## src/hw/rtl/ebdg_pkg.sv

```systemverilog
package ebdg_pkg;

  // Default internal delay width; configuration and result fields stay 32 bits wide.
  localparam int unsigned DELAY_WIDTH_DEF = 32;
  localparam int unsigned CFG_WIDTH       = 32;
  localparam int unsigned CFG_IDX_WIDTH   = 3;
  localparam int unsigned GROWTH_WIDTH    = 16;
  localparam int unsigned JITTER_WIDTH    = 8;
  localparam int unsigned SAMPLE_WIDTH    = 8;
  localparam int unsigned JFACT_WIDTH     = 10;
  localparam int unsigned STEP_WIDTH      = 16;
  localparam int unsigned OUT_WIDTH       = 32;

  // Register indexes on the configuration port.
  localparam logic [CFG_IDX_WIDTH-1:0] REG_FIRST_DELAY   = 3'd0;
  localparam logic [CFG_IDX_WIDTH-1:0] REG_MIN_DELAY     = 3'd1;
  localparam logic [CFG_IDX_WIDTH-1:0] REG_MAX_DELAY     = 3'd2;
  localparam logic [CFG_IDX_WIDTH-1:0] REG_GROWTH_FACTOR = 3'd3;
  localparam logic [CFG_IDX_WIDTH-1:0] REG_JITTER_RANGE  = 3'd4;
  localparam logic [CFG_IDX_WIDTH-1:0] REG_TIMEOUT_LIMIT = 3'd5;

  // Register reset values.
  localparam logic [CFG_WIDTH-1:0]    FIRST_DELAY_RST   = 32'd1000;
  localparam logic [CFG_WIDTH-1:0]    MIN_DELAY_RST     = 32'd1000;
  localparam logic [CFG_WIDTH-1:0]    MAX_DELAY_RST     = 32'd60000;
  localparam logic [GROWTH_WIDTH-1:0] GROWTH_FACTOR_RST = 16'd512;
  localparam logic [JITTER_WIDTH-1:0] JITTER_RANGE_RST  = 8'd0;
  localparam logic [CFG_WIDTH-1:0]    TIMEOUT_LIMIT_RST = 32'd0;

  // Command codes carried by the input word.
  typedef enum logic [1:0] {
    CMD_START  = 2'd0,
    CMD_INCR   = 2'd1,
    CMD_EXPIRE = 2'd2
  } cmd_e;

  // Controller states.
  typedef enum logic [5:0] {
    S_IDLE       = 6'b000001,
    S_GROW_MUL   = 6'b000010,
    S_GROW_CLAMP = 6'b000100,
    S_JIT_MUL    = 6'b001000,
    S_JIT_CLAMP  = 6'b010000,
    S_DONE       = 6'b100000
  } ctrl_state_e;

  // Commands from the controller to the datapath.
  typedef struct packed {
    logic capture;
    logic start_load;
    logic incr_step;
    logic set_misuse;
    logic expire;
    logic mul_grow;
    logic mul_jit;
    logic nom_update;
    logic real_update;
    logic out_load;
  } dp_cmd_t;

  // Status from the datapath to the controller.
  typedef struct packed {
    logic timed_out;
    logic out_free;
  } dp_status_t;

endpackage

```

## src/hw/rtl/ebdg_ctrl.sv

```systemverilog
module ebdg_ctrl import ebdg_pkg::*; (
  input  logic                   clk_i,
  input  logic                   rst_ni,
  input  logic                   in_valid_i,
  output logic                   in_stall_o,
  input  logic [1:0]             command_i,
  input  dp_status_t             status_i,
  output dp_cmd_t                cmd_o
);

  ctrl_state_e state_q, state_d;

  // A new word is taken only between commands.
  assign in_stall_o = (state_q != S_IDLE);

  // Next state and datapath commands.
  always_comb begin
    state_d = state_q;
    cmd_o   = '0;
    case (state_q)
      S_IDLE: begin
        if (in_valid_i) begin
          cmd_o.capture = 1'b1;
          case (command_i)
            CMD_START: begin
              cmd_o.start_load = 1'b1;
              state_d          = S_JIT_MUL;
            end
            CMD_INCR: begin
              if (status_i.timed_out) begin
                cmd_o.set_misuse = 1'b1;
                state_d          = S_DONE;
              end else begin
                cmd_o.incr_step = 1'b1;
                state_d         = S_GROW_MUL;
              end
            end
            CMD_EXPIRE: begin
              cmd_o.expire = 1'b1;
              state_d      = S_DONE;
            end
            default: begin
              state_d = S_DONE;
            end
          endcase
        end
      end
      S_GROW_MUL: begin
        cmd_o.mul_grow = 1'b1;
        state_d        = S_GROW_CLAMP;
      end
      S_GROW_CLAMP: begin
        cmd_o.nom_update = 1'b1;
        state_d          = S_JIT_MUL;
      end
      S_JIT_MUL: begin
        cmd_o.mul_jit = 1'b1;
        state_d       = S_JIT_CLAMP;
      end
      S_JIT_CLAMP: begin
        cmd_o.real_update = 1'b1;
        state_d           = S_DONE;
      end
      S_DONE: begin
        // Hand the result over once the output register is free.
        if (status_i.out_free) begin
          cmd_o.out_load = 1'b1;
          state_d        = S_IDLE;
        end
      end
      default: begin
        state_d = S_IDLE;
      end
    endcase
  end

  always_ff @(posedge clk_i or negedge rst_ni) begin
    if (!rst_ni) begin
      state_q <= S_IDLE;
    end else begin
      state_q <= state_d;
    end
  end

endmodule

```

## src/hw/rtl/ebdg_datapath.sv

```systemverilog
module ebdg_datapath import ebdg_pkg::*; #(
  parameter int unsigned DELAY_WIDTH = DELAY_WIDTH_DEF
) (
  input  logic                     clk_i,
  input  logic                     rst_ni,
  input  logic                     cfg_we_i,
  input  logic [CFG_IDX_WIDTH-1:0] cfg_idx_i,
  input  logic [CFG_WIDTH-1:0]     cfg_data_i,
  input  logic [SAMPLE_WIDTH-1:0]  random_sample_i,
  input  dp_cmd_t                  cmd_i,
  output dp_status_t               status_o,
  output logic                     out_valid_o,
  input  logic                     out_stall_i,
  output logic [OUT_WIDTH-1:0]     current_delay_o,
  output logic [OUT_WIDTH-1:0]     elapsed_total_o,
  output logic                     timed_out_o,
  output logic                     misuse_o
);

  localparam int unsigned DW = DELAY_WIDTH;
  localparam int unsigned PW = DELAY_WIDTH + GROWTH_WIDTH;
  localparam logic [DW-1:0] DMAX = {DW{1'b1}};

  // Register values above the delay maximum read as the maximum.
  function automatic logic [DW-1:0] to_delay(input logic [CFG_WIDTH-1:0] v);
    logic [DW-1:0] r;
    if (64'(v) > 64'(DMAX)) begin
      r = DMAX;
    end else begin
      r = DW'(v);
    end
    return r;
  endfunction

  // Product scaled down by 256 and saturated to the delay maximum.
  function automatic logic [DW-1:0] sat_q8(input logic [PW-1:0] p);
    logic [DW-1:0] r;
    if (|p[PW-1:DW+8]) begin
      r = DMAX;
    end else begin
      r = p[DW+7:8];
    end
    return r;
  endfunction

  logic [CFG_WIDTH-1:0]    first_q, min_q, max_q, timeout_q;
  logic [GROWTH_WIDTH-1:0] growth_q;
  logic [JITTER_WIDTH-1:0] jrange_q;

  logic [STEP_WIDTH-1:0]   step_q;
  logic [DW-1:0]           nominal_q, real_q, elapsed_q;
  logic                    first_inc_q;
  logic                    misuse_q;
  logic [JFACT_WIDTH-1:0]  jfact_q;
  logic [PW-1:0]           prod_q;
  logic [DW-1:0]           headroom_q;
  logic                    over_q, ten_q;

  logic                    out_valid_q;
  logic [OUT_WIDTH-1:0]    out_delay_q, out_elapsed_q;
  logic                    out_to_q, out_misuse_q;

  logic [DW-1:0]           lo, hi, t_lim;
  logic                    timed_out;

  assign lo    = to_delay(min_q);
  assign hi    = to_delay(max_q);
  assign t_lim = to_delay(timeout_q);

  // Timeout is reached once the elapsed sum meets a non-zero limit.
  assign timed_out = (t_lim != '0) && (elapsed_q >= t_lim);

  assign status_o.timed_out = timed_out;
  assign status_o.out_free  = !out_valid_q || !out_stall_i;

  // Configuration registers.
  always_ff @(posedge clk_i or negedge rst_ni) begin
    if (!rst_ni) begin
      first_q   <= FIRST_DELAY_RST;
      min_q     <= MIN_DELAY_RST;
      max_q     <= MAX_DELAY_RST;
      growth_q  <= GROWTH_FACTOR_RST;
      jrange_q  <= JITTER_RANGE_RST;
      timeout_q <= TIMEOUT_LIMIT_RST;
    end else if (cfg_we_i) begin
      case (cfg_idx_i)
        REG_FIRST_DELAY:   first_q   <= cfg_data_i;
        REG_MIN_DELAY:     min_q     <= cfg_data_i;
        REG_MAX_DELAY:     max_q     <= cfg_data_i;
        REG_GROWTH_FACTOR: growth_q  <= cfg_data_i[GROWTH_WIDTH-1:0];
        REG_JITTER_RANGE:  jrange_q  <= cfg_data_i[JITTER_WIDTH-1:0];
        REG_TIMEOUT_LIMIT: timeout_q <= cfg_data_i;
        default: ;
      endcase
    end
  end

  // Jitter factor in Q8.8: 256 - r + (r * u) / 128, taken with the word.
  logic [2*SAMPLE_WIDTH-1:0] ru;
  logic [JFACT_WIDTH-1:0]    jfact_d;
  assign ru      = jrange_q * random_sample_i;
  assign jfact_d = JFACT_WIDTH'(256) - JFACT_WIDTH'(jrange_q)
                 + JFACT_WIDTH'(ru[2*SAMPLE_WIDTH-1:7]);

  // Shared multiplier: nominal delay times growth factor or jitter factor.
  logic [GROWTH_WIDTH-1:0] mul_b;
  logic [PW-1:0]           prod_d;
  assign mul_b  = cmd_i.mul_jit ? GROWTH_WIDTH'(jfact_q) : growth_q;
  assign prod_d = PW'(nominal_q) * PW'(mul_b);

  // Nominal delay after an increment, clamped to max first and then to min.
  logic [DW-1:0] grow_src, grow_hi, grow_d;
  always_comb begin
    if (first_inc_q) begin
      grow_src = (|growth_q[GROWTH_WIDTH-1:8]) ? lo : hi;
    end else begin
      grow_src = sat_q8(prod_q);
    end
    grow_hi = (grow_src > hi) ? hi : grow_src;
    grow_d  = (grow_hi < lo) ? lo : grow_hi;
  end

  // Real delay, limited to the room left before the timeout.
  logic [DW-1:0] jit_sat, real_d;
  always_comb begin
    jit_sat = sat_q8(prod_q);
    real_d  = jit_sat;
    if (ten_q) begin
      if (over_q) begin
        real_d = '0;
      end else if (jit_sat > headroom_q) begin
        real_d = headroom_q;
      end
    end
  end

  // Saturating add of the real delay to the elapsed sum.
  logic [DW:0]   sum_w;
  logic [DW-1:0] elapsed_add;
  assign sum_w       = {1'b0, elapsed_q} + {1'b0, real_q};
  assign elapsed_add = sum_w[DW] ? DMAX : sum_w[DW-1:0];

  // Backoff state.
  always_ff @(posedge clk_i or negedge rst_ni) begin
    if (!rst_ni) begin
      step_q    <= '0;
      nominal_q <= '0;
      real_q    <= '0;
      elapsed_q <= '0;
    end else begin
      if (cmd_i.start_load) begin
        step_q    <= '0;
        elapsed_q <= '0;
        nominal_q <= to_delay(first_q);
      end
      if (cmd_i.incr_step && (step_q != {STEP_WIDTH{1'b1}})) begin
        step_q <= step_q + STEP_WIDTH'(1);
      end
      if (cmd_i.expire) begin
        elapsed_q <= elapsed_add;
      end
      if (cmd_i.nom_update) begin
        nominal_q <= grow_d;
      end
      if (cmd_i.real_update) begin
        real_q <= real_d;
      end
    end
  end

  // Working registers of the current command.
  always_ff @(posedge clk_i) begin
    if (cmd_i.capture) begin
      jfact_q  <= jfact_d;
      misuse_q <= cmd_i.set_misuse;
    end
    if (cmd_i.incr_step) begin
      first_inc_q <= (step_q == '0);
    end
    if (cmd_i.mul_grow || cmd_i.mul_jit) begin
      prod_q <= prod_d;
    end
    if (cmd_i.mul_jit) begin
      headroom_q <= t_lim - elapsed_q;
      over_q     <= (elapsed_q > t_lim);
      ten_q      <= (t_lim != '0);
    end
  end

  // Output register: holds a result until the receiver takes it.
  always_ff @(posedge clk_i or negedge rst_ni) begin
    if (!rst_ni) begin
      out_valid_q <= 1'b0;
    end else if (cmd_i.out_load) begin
      out_valid_q <= 1'b1;
    end else if (!out_stall_i) begin
      out_valid_q <= 1'b0;
    end
  end

  always_ff @(posedge clk_i) begin
    if (cmd_i.out_load) begin
      out_delay_q   <= OUT_WIDTH'(real_q);
      out_elapsed_q <= OUT_WIDTH'(elapsed_q);
      out_to_q      <= timed_out;
      out_misuse_q  <= misuse_q;
    end
  end

  assign out_valid_o     = out_valid_q;
  assign current_delay_o = out_delay_q;
  assign elapsed_total_o = out_elapsed_q;
  assign timed_out_o     = out_to_q;
  assign misuse_o        = out_misuse_q;

endmodule

```

## src/hw/rtl/exponential_backoff_delay_gen.sv

```systemverilog
// Exponential backoff delay generator with jitter.
// Configuration: a write at cfg_idx_i takes cfg_data_i in the same clock edge;
// write only while no command is in flight. Registers reset to first and min
// delay 1000, max delay 60000, growth 2.0, no jitter and no timeout.
// Input channel: one word per command (start, increment, expiration) with a
// random byte for jitter; a word is taken when in_valid_i is high and
// in_stall_o is low. Output channel: one result word per command, taken when
// out_valid_o is high and out_stall_i is low.
// Steps from acceptance to the result: expiration, unused codes and an increment
// ignored after the timeout go straight to the result; start runs the jitter
// multiply and its clamp; increment runs the growth multiply and clamp, then the
// jitter multiply and clamp, on the shared delay-by-factor multiplier. The next
// word is taken in the cycle after the result is loaded, so the block does not
// take a new word before the last one's result is loaded.
// A stalled result stays in the output register; the block still takes the
// next word and works on it, and holds its new result until the register is
// free. Reset clears the state: step count and the nominal, real and elapsed
// delays read zero.
module exponential_backoff_delay_gen import ebdg_pkg::*; #(
  parameter int unsigned DELAY_WIDTH = DELAY_WIDTH_DEF
) (
  input  logic                     clk_i,
  input  logic                     rst_ni,
  input  logic                     cfg_we_i,
  input  logic [CFG_IDX_WIDTH-1:0] cfg_idx_i,
  input  logic [CFG_WIDTH-1:0]     cfg_data_i,
  input  logic                     in_valid_i,
  output logic                     in_stall_o,
  input  logic [1:0]               command_i,
  input  logic [SAMPLE_WIDTH-1:0]  random_sample_i,
  output logic                     out_valid_o,
  input  logic                     out_stall_i,
  output logic [OUT_WIDTH-1:0]     current_delay_o,
  output logic [OUT_WIDTH-1:0]     elapsed_total_o,
  output logic                     timed_out_o,
  output logic                     misuse_o
);

  dp_cmd_t    dp_cmd;
  dp_status_t dp_status;

  // Sequencer for the command steps.
  ebdg_ctrl u_ctrl (
    .clk_i      (clk_i),
    .rst_ni     (rst_ni),
    .in_valid_i (in_valid_i),
    .in_stall_o (in_stall_o),
    .command_i  (command_i),
    .status_i   (dp_status),
    .cmd_o      (dp_cmd)
  );

  // Registers, multiplier, clamps and the output register.
  ebdg_datapath #(
    .DELAY_WIDTH (DELAY_WIDTH)
  ) u_datapath (
    .clk_i           (clk_i),
    .rst_ni          (rst_ni),
    .cfg_we_i        (cfg_we_i),
    .cfg_idx_i       (cfg_idx_i),
    .cfg_data_i      (cfg_data_i),
    .random_sample_i (random_sample_i),
    .cmd_i           (dp_cmd),
    .status_o        (dp_status),
    .out_valid_o     (out_valid_o),
    .out_stall_i     (out_stall_i),
    .current_delay_o (current_delay_o),
    .elapsed_total_o (elapsed_total_o),
    .timed_out_o     (timed_out_o),
    .misuse_o        (misuse_o)
  );

endmodule

```

## config.mk

```make
export PLATFORM = sky130hd
export DESIGN_NAME = exponential_backoff_delay_gen
export DESIGN_NICKNAME = d
export VERILOG_FILES = /design/src/hw/rtl/ebdg_pkg.sv /design/src/hw/rtl/ebdg_ctrl.sv /design/src/hw/rtl/ebdg_datapath.sv /design/src/hw/rtl/exponential_backoff_delay_gen.sv
export SDC_FILE = /design/constraint.sdc
export NUM_CORES = 2
export LEC_CHECK = 0
export ABC_AREA = 0
export BUFFER_PORTS_ARGS = -buffer_cell sky130_fd_sc_hd__buf_2
export CAP_MARGIN = 20
export CORE_ASPECT_RATIO = 0.6
export CORE_MARGIN = 3
export CORE_UTILIZATION = 57
export CTS_BUF_LIST = sky130_fd_sc_hd__clkbuf_4 sky130_fd_sc_hd__clkbuf_8
export DETAILED_ROUTE_END_ITERATION = 8
export GPL_ROUTABILITY_DRIVEN = 0
export PLACE_DENSITY = 0.78
export SYNTH_ARGS = -nofsm -noshare
export SYNTH_HDL_FRONTEND = slang
export SYNTH_HIERARCHICAL = 1
export SYNTH_SLANG_ARGS = --single-unit
```

## constraint.sdc

```tcl
create_clock -name clk_i -period 25.6 [get_ports clk_i]
set_input_delay 6.4 -clock clk_i [delete_from_list [all_inputs] [get_ports clk_i]]
set_output_delay 6.4 -clock clk_i [all_outputs]
set_load 0.1 [all_outputs]
```

Word-level counts from Yosys, hierarchy flattened
Cells that the tools add are included.
- add/sub/neg operators: 5
- multiply operators: 2
- order comparisons: 5
- eq/ne operators: 18
- mux-type cells: 36
- reduce and logical (&&, ||, !) cells: 23
- operators by type and width (kind ; count):
    $mux 32 ; 13
    $gt 32x32->1 ; 3
    $mul 32x16->48 ; 1
    $mux 16 ; 3
    $pmux 6 s6 ; 1
    $add 32x32->33 ; 1
    $ge 32x32->1 ; 1
    $lt 32x32->1 ; 1
    $reduce_bool 32->1 ; 1
    $sub 32x32->32 ; 1
    $mux 6 ; 3
    $add 16x1->16 const B ; 1
    $logic_not 16->1 ; 1
    $mul 8x8->16 ; 1
    $ne 16x16->1 const B ; 1
    $reduce_or 8->1 ; 2
    $reduce_and 2->1 ; 7
    $mux 1 ; 12
    $pmux 6 s2 ; 1
    $add 10x9->10 ; 1
    $mux 5 ; 2
    $sub 9x8->10 const A ; 1
    $eq 3x2->1 const B ; 2
    $eq 3x3->1 const B ; 2
    other kinds (20) ; 26
- flip-flop bits (word level): 431
- input port bits: 50
- output and inout port bits: 68
- logic and storage cells: 112

Logic depth before layout (Yosys ltp)
- depth after elaboration: 8
- gate-level depth with buffers: 29
- gate-level depth less buffers: 25

By module
Netlist, hierarchy kept.
- by module, submodules not included (module ; times used ; cells each ; area each (um^2) ; sequential area each (um^2)):
    ebdg_datapath ; 1 ; 4265 ; 41063.1 ; 11220.8
    ebdg_ctrl ; 1 ; 40 ; 399.1 ; 151.4

Worst setup path after synthesis
Ideal clock, no wire load.
- path kind: input to register
- from: input port random_sample_i[3]
- to: register u_datapath.jfact_q[9] (data pin)
- library setup time: 0.257 ns
- arrival time: 11.211 ns
- required time: 25.343 ns
- setup slack: 14.132 ns
- stages: 25
- buffers on the path: 0
- path through: and2_1 > ha_1 > fa_1 > ha_1 > inv_1 > fa_1 > inv_1 > ha_1 > and4b_1 > a31o_2 > a21o_1 > a21oi_1 > o21ai_0 > o41ai_1 > nor2b_1 > nor2_1 > xnor2_1 > ha_1 > ha_1 > inv_1 > o21bai_1 > a21oi_1 > nor2b_1 > o21ai_0 > nand2b_1
- longest elaborated chain between the ends: 2
- ends and longest elaborated chain (element ; line ; RTL):
    from (decl) ; exponential_backoff_delay_gen.sv:30 ; input logic [SAMPLE_WIDTH-1:0] random_sample_i,
    $mul 8x8->16 ; ebdg_datapath.sv:101 ; assign ru = jrange_q * random_sample_i;
    $add 10x9->10 ; ebdg_datapath.sv:103 ; + JFACT_WIDTH'(ru[2*SAMPLE_WIDTH-1:7]);
    net u_datapath.jfact_d[9] ; ebdg_datapath.sv:100 ; logic [JFACT_WIDTH-1:0] jfact_d;
    to (signal assigned) ; ebdg_datapath.sv:174 ; jfact_q <= jfact_d;
    to (decl) ; ebdg_datapath.sv:54 ; logic [JFACT_WIDTH-1:0] jfact_q;
The timed path passes the listed nets, and every way through them passes these cells.
A chain may end at the register's enable or synchronous reset.

Worst setup path after layout
Ends and elaborated chain as after synthesis.

==> impl_metrics.toml <==
[outcome]
status = "finished clean"

[floorplan]
initial_core_util = 0.5844
row_count = 75
dieArea_mm2 = 0.07612
io_pins = 118
core_area_mm2 = 0.07094
die_width_um = 354.2
die_h_um = 214.9

[synth]
syn_area_per_cell_um2 = 9.631
yosysSeqAreaShare = 0.2743
ys_warn_count = 6
ys.flop_type = "dfrtp_1"
synth_top_area_frac = 0.2197
synth_common_cells = "inv_1 (687), nand2_1 (555), fa_1 (455)"
synth.top_cells.by_area = "fa_1 (22%), dfrtp_1 (15%), edfxtp_1 (11%)"
synth_edf_count = 152
syn_area_mm2 = 0.04146
synth.distinct_cells = 90
ys_seq_elements = 423
synth_nets = 5137
yosys.area.top_type = "fa_1"
yosysMostFrequentCell = "inv_1"
syn_inst = 4305
synthArstFlopShare = 0.6407

[clock_network]
root_buffer = "clkbuf_8"
cts_setup_buffers = 0
cts_sinks = 423
numCtsBuffers = 57
htreeDepth = 2
clockBufferDepth = 3
hold_buffers = 0
cts.clk_slew.worst_paths_ps = 70
cts_tree = "built"
cts.repair.resized = 0
clock_latency_ps = 680

[detailed_routing]
drc = 0
wirelength_mm = 108.3
first_pass_iters = 6
wl_per_cell_um = 20.23
antenna_left = 0
via_count = 31680
routed_via_density = 5.920
drtIter0Drc = 3527

[critical_path]
crit_top_cell = "ha_1"
crit_fanout = 8
cp_slowest_cell = "o41ai_1"
r2r.worst_path.cells = 25
crit_arrival_ps = 11980
max_stage_delay_ps = 670
endpoint = "u_datapath/jfact_q[9]$_DFFE_PP_"
critPathCaptureType = "register"
reg2reg_from = "u_ctrl/state_q[1]$_DFFE_PN0P_"
reg2reg_slack_ps = 17050
crit_path_start_kind = "primary input"
crit_start = "random_sample_i[3]"
critical_path_required_ps = 26010
path_class = "primary input to register"
r2r_end = "u_datapath/prod_q[26]$_DFFE_PP_"

[sta]
tightest_slew_ps = 1147
hold_violations = 0
fin_tns_setup_ps = 0
slew_viol_final = 0
min_period_ps = 11570
fmax_mhz = 86.45
fin_skew_ps = 27.89
slew_headroom = 0.2352
post-route-period-util = 0.4519
finalSetupViolCount = 0
rsz0062_at_grt = "no"

[grt]
grtUsageTotal = 0.2878
grt-ovfl-total = 0
grt_pass1_wl_mm = 175.2
grt_pass1_vias = 31610
grt_max_degree = 166
antenna_found_initial = 4

[cells_and_area]
finalNetCount = 5168
drive_gt1_frac = 0.1040
area_delta_synth_final_pct = 6.654
final_util = 0.6233

[job]
drv_cap = 0

[min_path]
holdPathStages = 0
hold_class = "register to register"

[place]
post-dp-hpwl_mm = 82.55
portBuffers = 117
-- final cells by class --
class	count	area (um^2)
well taps	962	1204
clock buffers	84	1025
flip-flops and latches	423	11370
fillers	5824	26720
multi-input cells	3003	26850
repair buffers	163	1006
diodes	4	10.01
clock inverters	24	173.9
inverters	688	2582
-- cell families after synthesis --
group | count (synthesis) | share of synthesized area
AO/OA/AOI/OAI | 645 | 0.1005
XOR/XNOR | 99 | 0.02091
adder cells (fa/ha/maj) | 782 | 0.3184
buffers and inverters | 879 | 0.08012
flip-flops | 423 | 0.2743
multiplexers | 220 | 0.05679
AND/OR/NAND/NOR | 1257 | 0.1490
-- worst min path at each step --
stage | startpoint | to | slack [ps]
2_1_floorplan | u_datapath/misuse_q$_DFFE_PP_ | u_datapath/misuse_o$_DFFE_PP_ | 400
3_3_place_gp | u_datapath/elapsed_q[2]$_DFFE_PN0P_ | u_datapath/elapsed_total_o[2]$_DFFE_PP_ | 470
3_5_place_dp | u_datapath/misuse_q$_DFFE_PP_ | u_datapath/misuse_o$_DFFE_PP_ | 470
4_1_cts | u_datapath/misuse_q$_DFFE_PP_ | u_datapath/misuse_o$_DFFE_PP_ | 490
5_1_grt | u_datapath/misuse_q$_DFFE_PP_ | u_datapath/misuse_o$_DFFE_PP_ | 480
6_report | u_datapath/misuse_q$_DFFE_PP_ | u_datapath/misuse_o$_DFFE_PP_ | 470
-- worst max-delay path: cells and delay by family --
family / cells / cell delay, ps
AO/OA/AOI/OAI: 8 / 2100
XOR/XNOR: 1 / 150
adder cells (fa/ha/maj): 7 / 2220
buffers and inverters: 4 / 290
AND/OR/NAND/NOR: 6 / 810
-- placed cells by master, fill, tap and decap left out, types with 20 or more instances in the layout --
cell	count
inv_1	687
nand2_1	555
fa_1	455
ha_1	327
dfrtp_1	250
and2_1	248
o21ai_0	192
a21oi_1	158
edfxtp_1	152
nor2_1	144
mux2_2	122
buf_2	116
mux2i_1	98
nor3_1	73
clkbuf_8	63
a21o_1	59
xnor2_1	54
xor2_1	45
nand3_1	42
buf_4	41
a31oi_1	41
o32a_1	32
o21a_1	30
nand4_1	29
and4b_1	28
and3_1	26
clkbuf_4	21
dfstp_2	21
nor4_1	20
-- sequential cells by signal, indices dropped and copies added (netlist names) --
| signal | cells |
|---|---|
| u_datapath/first_q | 32 |
| u_datapath/out_valid_o | 1 |
| u_datapath/elapsed_q | 32 |
| u_datapath/first_inc_q | 1 |
| u_datapath/jfact_q | 10 |
| u_datapath/ten_q | 1 |
| u_datapath/timed_out_o | 1 |
| u_datapath/current_delay_o | 32 |
| u_datapath/over_q | 1 |
| u_datapath/elapsed_total_o | 32 |
| u_datapath/real_q | 32 |
| u_datapath/headroom_q | 32 |
| u_datapath/misuse_o | 1 |
| u_datapath/misuse_q | 1 |
| u_ctrl/state_q | 6 |
| u_datapath/jrange_q | 8 |
| u_datapath/t_lim | 32 |
| u_datapath/prod_q | 40 |
| u_datapath/nominal_q | 32 |
| u_datapath/step_q | 16 |
| u_datapath/lo | 32 |
| u_datapath/hi | 32 |
| u_datapath/growth_q | 16 |
-- routing by layer --
metal	GRT usage	share of wire	up-vias
li1	-	-	14240
met1	0.4480	0.45	15700
met2	0.4020	0.41	1594
met3	0.08475	0.12	142
met4	0.04612	0.014	2
met5	0	0.00012	-
-- stage by stage --
step           cell area (um^2)  hold WS (ps)  cells  setup slack, ps
2_1_floorplan             41460         400.3   4305            14130
3_3_place_gp              42930         465.4   5235            13630
3_5_place_dp              42930         469.0   5235            13420
4_1_cts                   44130         485.3   5343            14110
5_1_grt                   44210         479.2   5347            13800
6_report                  44220         470.0   5351            14030
Power is left out: the tool's default activity adds up to more than one toggle a clock period on the data nets, which glitch-free logic cannot reach.
